File: config.mk
export PLATFORM = sky130hd
export DESIGN_NAME = piecewise_linear_gray_map
export DESIGN_NICKNAME = d
export VERILOG_FILES = /design/src/rtl/core/plgm_pkg.sv /design/src/rtl/core/piecewise_linear_gray_map.sv /design/src/rtl/core/plgm_div_step.sv
export SDC_FILE = /design/constraint.sdc
export NUM_CORES = 1
export LEC_CHECK = 0
export BUFFER_PORTS_ARGS = -buffer_cell sky130_fd_sc_hd__buf_4
export CAP_MARGIN = 30
export CORE_ASPECT_RATIO = 0.8
export CORE_MARGIN = 5
export CORE_UTILIZATION = 25
export CTS_CLUSTER_SIZE = 40
export DETAILED_ROUTE_END_ITERATION = 12
export GPL_TIMING_DRIVEN = 0
export SLEW_MARGIN = 20
export SYNTH_ARGS = -nofsm -noshare
export SYNTH_HDL_FRONTEND = slang
export SYNTH_SLANG_ARGS = --single-unit
File: constraint.sdc
create_clock -name clk -period 10.8 [get_ports clk]
set_clock_uncertainty 0.15 [all_clocks]
set_input_delay 2.16 -clock clk [delete_from_list [all_inputs] [get_ports clk]]
set_output_delay 2.16 -clock clk [all_outputs]
set_load 0.01 [all_outputs]
File: src/rtl/core/plgm_pkg.sv
// Shared types and constants for the piecewise linear gray map.
// Used by plgm_div_step and piecewise_linear_gray_map; depends on nothing.
package plgm_pkg;

	localparam int GRAY_W              = 8;
	localparam int SLOPE_W             = 9;
	localparam int QUO_W               = 2 * GRAY_W;
	localparam int SUM_W               = QUO_W + 2;
	localparam int DIV_STEPS_PER_STAGE = 4;
	localparam int DIV_STAGES          = QUO_W / DIV_STEPS_PER_STAGE;
	localparam int CFG_IDX_W           = 8;
	localparam int ERR_W               = 2;

	localparam logic [GRAY_W-1:0] GRAY_MAX = 8'd255;

	localparam logic [GRAY_W-1:0] KNEE1_IN_RST  = 8'd50;
	localparam logic [GRAY_W-1:0] KNEE1_OUT_RST = 8'd90;
	localparam logic [GRAY_W-1:0] KNEE2_IN_RST  = 8'd230;
	localparam logic [GRAY_W-1:0] KNEE2_OUT_RST = 8'd215;

	typedef enum logic [CFG_IDX_W-1:0] {
		REG_KNEE1_IN  = 8'd0,
		REG_KNEE1_OUT = 8'd1,
		REG_KNEE2_IN  = 8'd2,
		REG_KNEE2_OUT = 8'd3
	} cfg_reg_t;

	typedef enum logic [ERR_W-1:0] {
		ERR_NONE        = 2'd0,
		ERR_KNEES_EQUAL = 2'd1,
		ERR_KNEE1_ZERO  = 2'd2,
		ERR_KNEE2_MAX   = 2'd3
	} err_t;

	// Fields that ride alongside the division untouched.
	typedef struct packed {
		logic              neg;
		logic [GRAY_W-1:0] base;
		err_t              err;
	} side_t;

	// One division pipeline slot: partial remainder, dividend/quotient shifter.
	typedef struct packed {
		logic [GRAY_W-1:0] rem;
		logic [QUO_W-1:0]  quo;
		logic [GRAY_W-1:0] den;
		side_t             side;
	} plgm_div_t;

endpackage

File: src/rtl/core/piecewise_linear_gray_map.sv
// Top level of the piecewise linear gray map (three-segment contrast stretch).
// Depends on plgm_pkg and plgm_div_step.
//
//   channel   ports                                  transaction when
//   -------   -------------------------------------  -----------------------------
//   pixel in  start, busy, gray_in                   start high, busy low
//   result    done, gray_out, config_error           done high (one cycle, no hold)
//   config    cfg_valid, cfg_ready, cfg_index,       cfg_valid and cfg_ready high
//             cfg_data
//
// One pixel per clock, every clock: busy is never raised and cfg_ready is always high.
// The pipe is the stage 1 and 2 registers, the DIV_STAGES divider slices and the output
// register; the depth is set by the 16-bit restoring divider, 4 quotient bits per slice.
// Reset (arst_n low) loads the default knees and empties the pipe; results in
// flight are dropped. The receiver cannot stall, so nothing ever backs up.
module piecewise_linear_gray_map (
	input  logic                              clk,
	input  logic                              arst_n,
	input  logic                              start,
	output logic                              busy,
	input  logic [plgm_pkg::GRAY_W-1:0]       gray_in,
	output logic                              done,
	output logic [plgm_pkg::GRAY_W-1:0]       gray_out,
	output logic [plgm_pkg::ERR_W-1:0]        config_error,
	input  logic                              cfg_valid,
	output logic                              cfg_ready,
	input  logic [plgm_pkg::CFG_IDX_W-1:0]    cfg_index,
	input  logic [plgm_pkg::GRAY_W-1:0]       cfg_data
);
	import plgm_pkg::*;

	// ---------------------------------------------------------------- config
	logic [GRAY_W-1:0] knee1_in_q, knee1_out_q, knee2_in_q, knee2_out_q;

	assign cfg_ready = 1'b1;
	assign busy      = 1'b0;

	always_ff @(posedge clk or negedge arst_n) begin
		if (!arst_n) begin
			knee1_in_q  <= KNEE1_IN_RST;
			knee1_out_q <= KNEE1_OUT_RST;
			knee2_in_q  <= KNEE2_IN_RST;
			knee2_out_q <= KNEE2_OUT_RST;
		end else if (cfg_valid && cfg_ready) begin
			unique case (cfg_reg_t'(cfg_index))
				REG_KNEE1_IN:  knee1_in_q  <= cfg_data;
				REG_KNEE1_OUT: knee1_out_q <= cfg_data;
				REG_KNEE2_IN:  knee2_in_q  <= cfg_data;
				REG_KNEE2_OUT: knee2_out_q <= cfg_data;
				default: ;  // out-of-range index: write dropped
			endcase
		end
	end

	// ---------------------------------------------------------------- stage 1
	// Pick the segment; everything becomes |diff * slope| / den, signed, plus base.
	// In each chosen segment diff >= 0 and den > 0 (unless a knee error is flagged);
	// only the middle slope can be negative.
	err_t              err_c;
	logic [GRAY_W-1:0] diff_c, mag_c, den_c;
	side_t             side_c;
	logic [SLOPE_W-1:0] slope_c;

	always_comb begin
		priority if (knee1_in_q == knee2_in_q) err_c = ERR_KNEES_EQUAL;
		else if (knee1_in_q == '0)             err_c = ERR_KNEE1_ZERO;
		else if (knee2_in_q == GRAY_MAX)       err_c = ERR_KNEE2_MAX;
		else                                   err_c = ERR_NONE;
	end

	always_comb begin
		priority if (gray_in < knee1_in_q) begin
			diff_c      = gray_in;
			slope_c     = {1'b0, knee1_out_q};
			den_c       = knee1_in_q;
			side_c.base = '0;
		end else if (gray_in <= knee2_in_q) begin
			diff_c      = gray_in - knee1_in_q;
			slope_c     = {1'b0, knee2_out_q} - {1'b0, knee1_out_q};
			den_c       = knee2_in_q - knee1_in_q;
			side_c.base = knee1_out_q;
		end else begin
			// also covers knees out of order: pixels at or above knee 1
			diff_c      = gray_in - knee2_in_q;
			slope_c     = {1'b0, GRAY_MAX} - {1'b0, knee2_out_q};
			den_c       = GRAY_MAX - knee2_in_q;
			side_c.base = knee2_out_q;
		end
		side_c.neg = slope_c[SLOPE_W-1];
		side_c.err = err_c;
		mag_c      = side_c.neg ? GRAY_W'(-slope_c) : slope_c[GRAY_W-1:0];
	end

	logic              valid_s1;
	logic [GRAY_W-1:0] diff_s1, mag_s1, den_s1;
	side_t             side_s1;

	always_ff @(posedge clk or negedge arst_n) begin
		if (!arst_n) begin
			valid_s1 <= 1'b0;
		end else begin
			valid_s1 <= start && !busy;
		end
	end

	always_ff @(posedge clk) begin
		diff_s1 <= diff_c;
		mag_s1  <= mag_c;
		den_s1  <= den_c;
		side_s1 <= side_c;
	end

	// ---------------------------------------------------------------- stage 2
	// 8x8 unsigned product, at most 255*255, then straight into the divider.
	logic      valid_s2;
	plgm_div_t div_s2;

	always_ff @(posedge clk or negedge arst_n) begin
		if (!arst_n) begin
			valid_s2 <= 1'b0;
		end else begin
			valid_s2 <= valid_s1;
		end
	end

	always_ff @(posedge clk) begin
		div_s2.rem  <= '0;
		div_s2.quo  <= QUO_W'(diff_s1) * QUO_W'(mag_s1);
		div_s2.den  <= den_s1;
		div_s2.side <= side_s1;
	end

	// ---------------------------------------------------------------- divider
	// Magnitude division truncates toward zero once the sign goes back on.
	logic      div_valid [DIV_STAGES+1];
	plgm_div_t div_data  [DIV_STAGES+1];

	assign div_valid[0] = valid_s2;
	assign div_data[0]  = div_s2;

	for (genvar k = 0; k < DIV_STAGES; k++) begin : g_div
		plgm_div_step u_step (
			.clk       (clk),
			.arst_n    (arst_n),
			.in_valid  (div_valid[k]),
			.in_data   (div_data[k]),
			.out_valid (div_valid[k+1]),
			.out_data  (div_data[k+1])
		);
	end

	// ---------------------------------------------------------------- output
	// Restore sign, add the segment base, clamp to 0..255; zero on a knee error.
	plgm_div_t         div_last;
	logic [SUM_W-1:0]  quo_ext, base_ext, sum_c;
	logic [GRAY_W-1:0] gray_c;

	assign div_last = div_data[DIV_STAGES];
	assign quo_ext  = {2'b00, div_last.quo};
	assign base_ext = {{(SUM_W-GRAY_W){1'b0}}, div_last.side.base};
	assign sum_c    = div_last.side.neg ? base_ext - quo_ext : base_ext + quo_ext;

	always_comb begin
		priority if (div_last.side.err != ERR_NONE) gray_c = '0;
		else if (sum_c[SUM_W-1])                     gray_c = '0;
		else if (sum_c[SUM_W-2:GRAY_W] != '0)       gray_c = GRAY_MAX;
		else                                         gray_c = sum_c[GRAY_W-1:0];
	end

	logic              done_q;
	logic [GRAY_W-1:0] gray_out_q;
	err_t              config_error_q;

	always_ff @(posedge clk or negedge arst_n) begin
		if (!arst_n) begin
			done_q <= 1'b0;
		end else begin
			done_q <= div_valid[DIV_STAGES];
		end
	end

	always_ff @(posedge clk) begin
		gray_out_q     <= gray_c;
		config_error_q <= div_last.side.err;
	end

	assign done         = done_q;
	assign gray_out     = gray_out_q;
	assign config_error = config_error_q;

	// ---------------------------------------------------------------- checks
	localparam int LATENCY = DIV_STAGES + 3;

	a_latency: assert property (@(posedge clk) disable iff (!arst_n)
		(start && !busy) |-> ##LATENCY done)
		else $error("accepted pixel did not produce a result on time");

	a_err_zero: assert property (@(posedge clk) disable iff (!arst_n)
		(done && config_error != ERR_NONE) |-> (gray_out == '0))
		else $error("nonzero pixel reported with a knee error");

	a_den_nonzero: assert property (@(posedge clk) disable iff (!arst_n)
		(valid_s1 && side_s1.err == ERR_NONE) |-> (den_s1 != '0))
		else $error("zero divisor on a valid knee setting");

	a_no_spurious: assert property (@(posedge clk) disable iff (!arst_n)
		$rose(done) |-> $past(valid_s2, DIV_STAGES + 1))
		else $error("result strobe without a matching pixel");

endmodule

File: src/rtl/core/plgm_div_step.sv
// One registered slice of the restoring divider: DIV_STEPS_PER_STAGE quotient bits.
// Depends on plgm_pkg.
module plgm_div_step (
	input  logic                clk,
	input  logic                arst_n,
	input  logic                in_valid,
	input  plgm_pkg::plgm_div_t in_data,
	output logic                out_valid,
	output plgm_pkg::plgm_div_t out_data
);
	import plgm_pkg::*;

	plgm_div_t nxt;
	logic      valid_q;
	plgm_div_t data_q;

	always_comb begin
		logic [GRAY_W:0] trial;
		nxt = in_data;
		for (int i = 0; i < DIV_STEPS_PER_STAGE; i++) begin
			trial   = {nxt.rem, nxt.quo[QUO_W-1]};
			nxt.quo = {nxt.quo[QUO_W-2:0], 1'b0};
			if (trial >= {1'b0, nxt.den}) begin
				trial      = trial - {1'b0, nxt.den};
				nxt.quo[0] = 1'b1;
			end
			nxt.rem = trial[GRAY_W-1:0];
		end
	end

	always_ff @(posedge clk or negedge arst_n) begin
		if (!arst_n) begin
			valid_q <= 1'b0;
		end else begin
			valid_q <= in_valid;
		end
	end

	always_ff @(posedge clk) begin
		data_q <= nxt;
	end

	assign out_valid = valid_q;
	assign out_data  = data_q;

endmodule
==> metrics.txt, run 1 <==
status complete, no violations; Seq/Total Area, Yosys 0.3317; Die W 303.7 um; Fmax achieved between 100 and 150 MHz; Seq cells post-synth 275; Worst Setup Slack, final 898.2 ps; ys flop type dfxtp_1; Leakage approximately 9.0 nW; R2R depth 41; Placement Setup Slack 335.4 ps; P&R area growth vs syn 13.85%; ys async rst share 0.1418; vias 12784; nets@finish 2215; initial antenna violation count 1; worst-margin pin slew 949.7 ps; Worst-path clk slew 70 ps; wire length on met3 1780 um; critical path peak fanout 12; commonest non-fill, non-tap cell in the layout dfxtp_1; met2 WL between 15000 and 20000 um; met1 wire length between 20000 and 25000 um; Top Layer Used met4; FP Rows 86; PD cells 186.3 nW/um2; WL/cell 13.20 um; final setup fails 0; WHS 172.7 ps; I/O pin count 41; DIE AREA roughly 74000 um2; highest-count cells in the layout ignoring fill and taps 236 x dfxtp_1, 206 x inv_1, 206 x ha_1; Yosys cell types between 80 and 90; Final Critical Period ~9900 ps; Total Wirelength ~38000 um; Pwr Total about 3.7 mW; number of instances in the placed design approximately 2800; drt pass-1 iters 5; fin util 0.2862; TNS Setup 0 ps; Overflow after GRT 0; Placed Area 18700 um2; hold crit path type flip-flop to flip-flop; Worst R2R End g_div[1].u_step.out_data[37]; crit path to g_div[1].u_step.out_data[37]; Max VDD drop around 0.00012 V; GPL Wtd Cong 0.8438; GRT Util Overall 0.1008; CTS tree built; required time worst endpoint 11070 ps; Critical Path Max Stage Delay about 500 ps; largest net degree at the start of global routing 40; count of pins over their slew limit 0; CP Launch Point g_div[0].u_step.out_data[12]; Max Root-Sink Buffers 3; Post-CTS Hold Buffers 0; Crit path arrival time around 10000 ps; clock sinks 275; yosys warns 0; core area 68650 um2; CP Capture Type flip-flop; vias per inst between 4 and 5; drc violations 0; RSZ-0062 raised after global routing no; crit path launch type flip-flop; maxcap violations 0; first-pass GRT wire length 63900 um; vias in the first global route 12322; TritonCTS Buffers 27; R2R Path Start g_div[0].u_step.out_data[12]; Synthesized Nets between 2000 and 2500; die height 245.0 um; H-tree levels 1; layout cells sized above 1 0.1070; WS Path Type flip-flop to flip-flop; Avg Cell Area, Syn 9.282 um2; endpoints failing hold 0; Rel. slew slack 0.3641; # port buffers 38; Syn Inst Count roughly 1900; final instance area just under 20000 um2; EDFF count, synth 0; clk root buf clkbuf_16; Ant. Diodes 0; Reg2Reg Setup Slack ~900 ps; Antenna Nets Post-Route 0; Post-Syn Area 17260 um2; slowest CP cell dfxtp_1; HPWL after DPL 30350 um; crit share post-route 0.9168; post-CTS setup buffer count 0; Clock Latency Late Sink 550 ps; Starting Density 0.2513; first-iteration detailed-routing DRC count 872; Finished Layout Cells 2868
[how the worst min path moves through the flow]
stage | startpoint | endpoint | slack, ps | depth (start not counted)
4_1_cts | g_div[0].u_step.out_data[1] | g_div[1].u_step.out_data[1] | 170 | 0
5_1_grt | g_div[0].u_step.out_data[1] | g_div[1].u_step.out_data[1] | 180 | 0
3_3_place_gp | side_s1[6] | div_data[178] | 160 | 0
2_1_floorplan | side_s1[0] | div_data[172] | 160 | 0
3_5_place_dp | div_data[182] | g_div[0].u_step.out_data[10] | 160 | 0
6_report | g_div[2].u_step.out_data[3] | g_div[3].u_step.out_data[3] | 170 | 0
[synth_stat cells (20+ instances only)]
cell type  instances  area (um2)
xor2_1            32       280.3
clkbuf_1          20       75.07
o21a_1            24       180.2
o21ai_0          114       570.6
xnor2_1           73       639.4
nor2_1           141       529.3
ha_1             206        2577
nand2_1           99       371.6
nand2b_1          28       175.2
nor2b_1           43       269.0
nor3_1            30       150.1
nand3_1           20       100.1
mux2i_1           26       260.3
dfxtp_1          236        4725
a21oi_1          117       585.6
nand4_1           27       168.9
dfrtp_1           21       525.5
mux2_2            62       698.2
fa_1              56        1121
a21o_1            31       232.7
inv_1            206       773.2
and2_1            46       287.8
[critical path: cells and delay by family (launching register included)]
family          cells  cell delay [ps]
compound gates     22             4910
simple gates        9             1710
buf+inv             6             1170
fa+ha+maj           4             1330
flops               1              500
[logic make-up (layout without fill, tap and decap cells)]
| group | after synthesis | in the layout | synth area share |
|---|---|---|---|
| flops | 275 | 275 | 0.3317 |
| mux | 98 | 98 | 0.06359 |
| other cells | 2 | 2 | 0.0004352 |
| compound gates | 414 | 414 | 0.1525 |
| simple gates | 464 | 464 | 0.1310 |
| xor+xnor | 105 | 105 | 0.05330 |
| fa+ha+maj | 262 | 262 | 0.2143 |
| buf+inv | 239 | 324 | 0.05315 |
[timing repair]
| action | in CTS | in global routing |
|---|---|---|
| endpoints found under the hold margin | 0 | 0 |
| setup endpoints to repair | 0 | 9 |
| gates resized for setup | 0 | 8 |
[power by group]
part,internal [mW],switching (mW),total [mW]
Combinational,0.673,0.774,1.45
Clock,0.566,0.404,0.970
Sequential,1.15,0.0917,1.24
Total,2.39,1.27,3.66
[flip-flops by register name (all words and copies together), names as in the netlist]
register	cells
valid_s2	1
knee1_out_q	8
knee2_in_q	8
mag_s1	8
g_div.u_step.out_data	156
diff_s1	8
gray_out	8
side_s1	11
knee2_out_q	8
knee1_in_q	8
div_data	35
den_s1	8
g_div.u_step.out_valid	4
config_error	2
done	1
valid_s1	1
[cell type report]
type                            instances  area [um2]
Multi-Input combinational cell       1345       10630
Clock inverter                         14       152.6
Fill cell                            7348       49010
Buffer                                 29       130.1
Tap cell                              924        1156
Sequential cell                       275        5723
Clock buffer                           34       783.3
Inverter                              209       784.5
Timing Repair Buffer                   38       285.3
[layer usage]
| metal | vias up | global-route usage |
|---|---|---|
| li1 | 6531 | - |
| met2 | 226 | 0.1486 |
| met1 | 5989 | 0.1563 |
| met5 | - | 0 |
| met3 | 38 | 0.01518 |
| met4 | 0 | 0.01792 |
No activity file was read; power rests on OpenSTA's default activity.
==> run 2: changes to the inputs <==
==> constraint.sdc (replaced) <==
create_clock -name clk -period 8.9 [get_ports clk]
set_clock_uncertainty 0.15 [all_clocks]
set_input_delay 1.78 -clock clk [delete_from_list [all_inputs] [get_ports clk]]
set_output_delay 1.78 -clock clk [all_outputs]
set_load 0.01 [all_outputs]
==> run 2 against run 1 <==
Effect of this change: combinational power up 28%; sequential share of layout area is 0.47 points lower; cell count up 0.66%; sequential cell count unchanged; utilization increased by 0.50 points; sequential power is 22% higher; first-iteration DRC count is 1.0% lower; global-route usage rose by 0.066 points; critical path depth fell by 1; hold slack about the same; worst setup slack worse by 420 ps; count of clock-buffer cells in the layout is the same.
==> metrics.txt, run 2 (same netlist as run 1, synthesis figures left out) <==
maxcap violations 0; Seq. cell area 5728 um2; vias 12885; critical path peak fanout 10; Hold Path Stages 0; Critical Path Max Stage Delay approximately 450 ps; WL/cell 13.32 um; Fmax achieved around 120 MHz; GRT Util Overall 0.1015; status complete, no violations; GPL Wtd Cong 0.8438; Starting Density 0.2513; Die W around 300 um; drt pass-1 iters 5; largest net degree at the start of global routing 40; Leakage slightly above 9 nW; clock sinks 275; max reg flops 156; CP Launch Point g_div[0].u_step.out_data[12]; Pwr Total 4.533 mW; crit path launch type flip-flop; Crit path arrival time 8690 ps; CTS tree built; Worst Setup Slack, final 480.7 ps; Hold Path End g_div[3].u_step.out_data[3]; final setup fails 0; CP Capture Type flip-flop; Ant. Diodes 0; CP bufs+invs 6; Finished Layout Cells approximately 2900; Reg2Reg Setup Slack 480 ps; R2R Path Start g_div[0].u_step.out_data[12]; endpoints failing hold 0; Rel. slew slack 0.4437; P&R area growth vs syn 15.84%; Worst path top cell family by delay compound AO/OA/AOI/OAI gates; layout cells sized above 1 0.1309; DIE AREA approximately 74000 um2; fillers 7320; final instance area 19990 um2; drc violations 0; WS Path Type flip-flop to flip-flop; HPWL after DPL approximately 30000 um; FP Rows 86; PD cells between 200 and 250 nW/um2; Worst R2R End g_div[1].u_step.out_data[39]; worst-margin pin slew 828.1 ps; Max VDD drop 0.0001495 V; initial antenna violation count 1; Hold Path Origin g_div[2].u_step.out_data[3]; nets@finish 2234; vias in the first global route 12392; Placement Setup Slack -1565 ps; highest-count cells in the layout ignoring fill and taps 234 x dfxtp_1, 206 x ha_1, 204 x inv_1; TritonCTS Buffers 27; number of instances in the placed design roughly 2800; Antenna Nets Post-Route 0; Placed Area between 15000 and 20000 um2; vias per inst 4.463; commonest non-fill, non-tap cell in the layout dfxtp_1; crit share post-route 0.9460; Post-CTS Hold Buffers 0; Total Wirelength between 30000 and 40000 um; fin util 0.2912; hold crit path type flip-flop to flip-flop; # port buffers 38; Max Root-Sink Buffers 3; R2R depth 40; required time worst endpoint 9170 ps; core area 68650 um2; I/O pin count 41; Overflow after GRT 0; slowest CP cell or3_4; clk root buf clkbuf_16; Final Critical Period about 8400 ps; Clock Latency Late Sink 550 ps; Worst-path clk slew 70 ps; H-tree levels 1; die height 245.0 um; area taken by multi-input logic gates between 10000 and 15000 um2; first-pass GRT wire length about 64000 um; first-iteration detailed-routing DRC count roughly 860; count of pins over their slew limit 0
## run 2: metal layers
layer | share of wire | wire length (um) | track usage | vias up
met3 | 0.044 | 1703 | 0.01553 | 40
met2 | 0.40 | 15460 | 0.1497 | 210
met4 | 0.016 | 626 | 0.01819 | 0
met5 | 0 | 0 | 0 | -
li1 | - | - | - | 6562
met1 | 0.54 | 20670 | 0.1570 | 6073
## run 2: cell type report
cell class,instances,share of cell area
Clock inverter,14,0.007637
Multi-Input combinational cell,1345,0.5397
Buffer,29,0.007199
Tap cell,924,0.05784
Timing Repair Buffer,57,0.02266
Clock buffer,34,0.03919
Sequential cell,275,0.2866
Inverter,209,0.03925
## run 2: per-stage QoR
stage | hold WS [ps] | TNS [ps]
final | 172.6 | 0
after global routing | 179.5 | -10.58
after CTS | 169.1 | 0
after detailed placement | 162.1 | -13200
after global placement | 159.5 | -12460
after floorplan | 159.6 | 0
## run 2: worst max-delay path by stage
stage | end | slack (ps) | depth (start not counted)
floorplan | g_div[1].u_step.out_data[36] | 450 | 42
global placement | g_div[1].u_step.out_data[39] | -1510 | 43
detailed placement | g_div[1].u_step.out_data[37] | -1560 | 43
CTS | g_div[1].u_step.out_data[37] | 0.5 | 42
global route | g_div[1].u_step.out_data[39] | -10 | 40
finish | g_div[1].u_step.out_data[39] | 480 | 40
## run 2: timing repair
action | 4_1_cts | 5_1_grt
pin swaps | 3 | 10
buffers inserted | 7 | 12
endpoints found under the setup margin | 18 | 28
resized for setup | 25 | 39
## run 2: report_power, final
group / total [mW] / switching (mW) / internal [mW]
Clock: 1.18 / 0.490 / 0.686
Combinational: 1.85 / 0.975 / 0.873
Sequential: 1.51 / 0.113 / 1.40
Total: 4.53 / 1.58 / 2.96
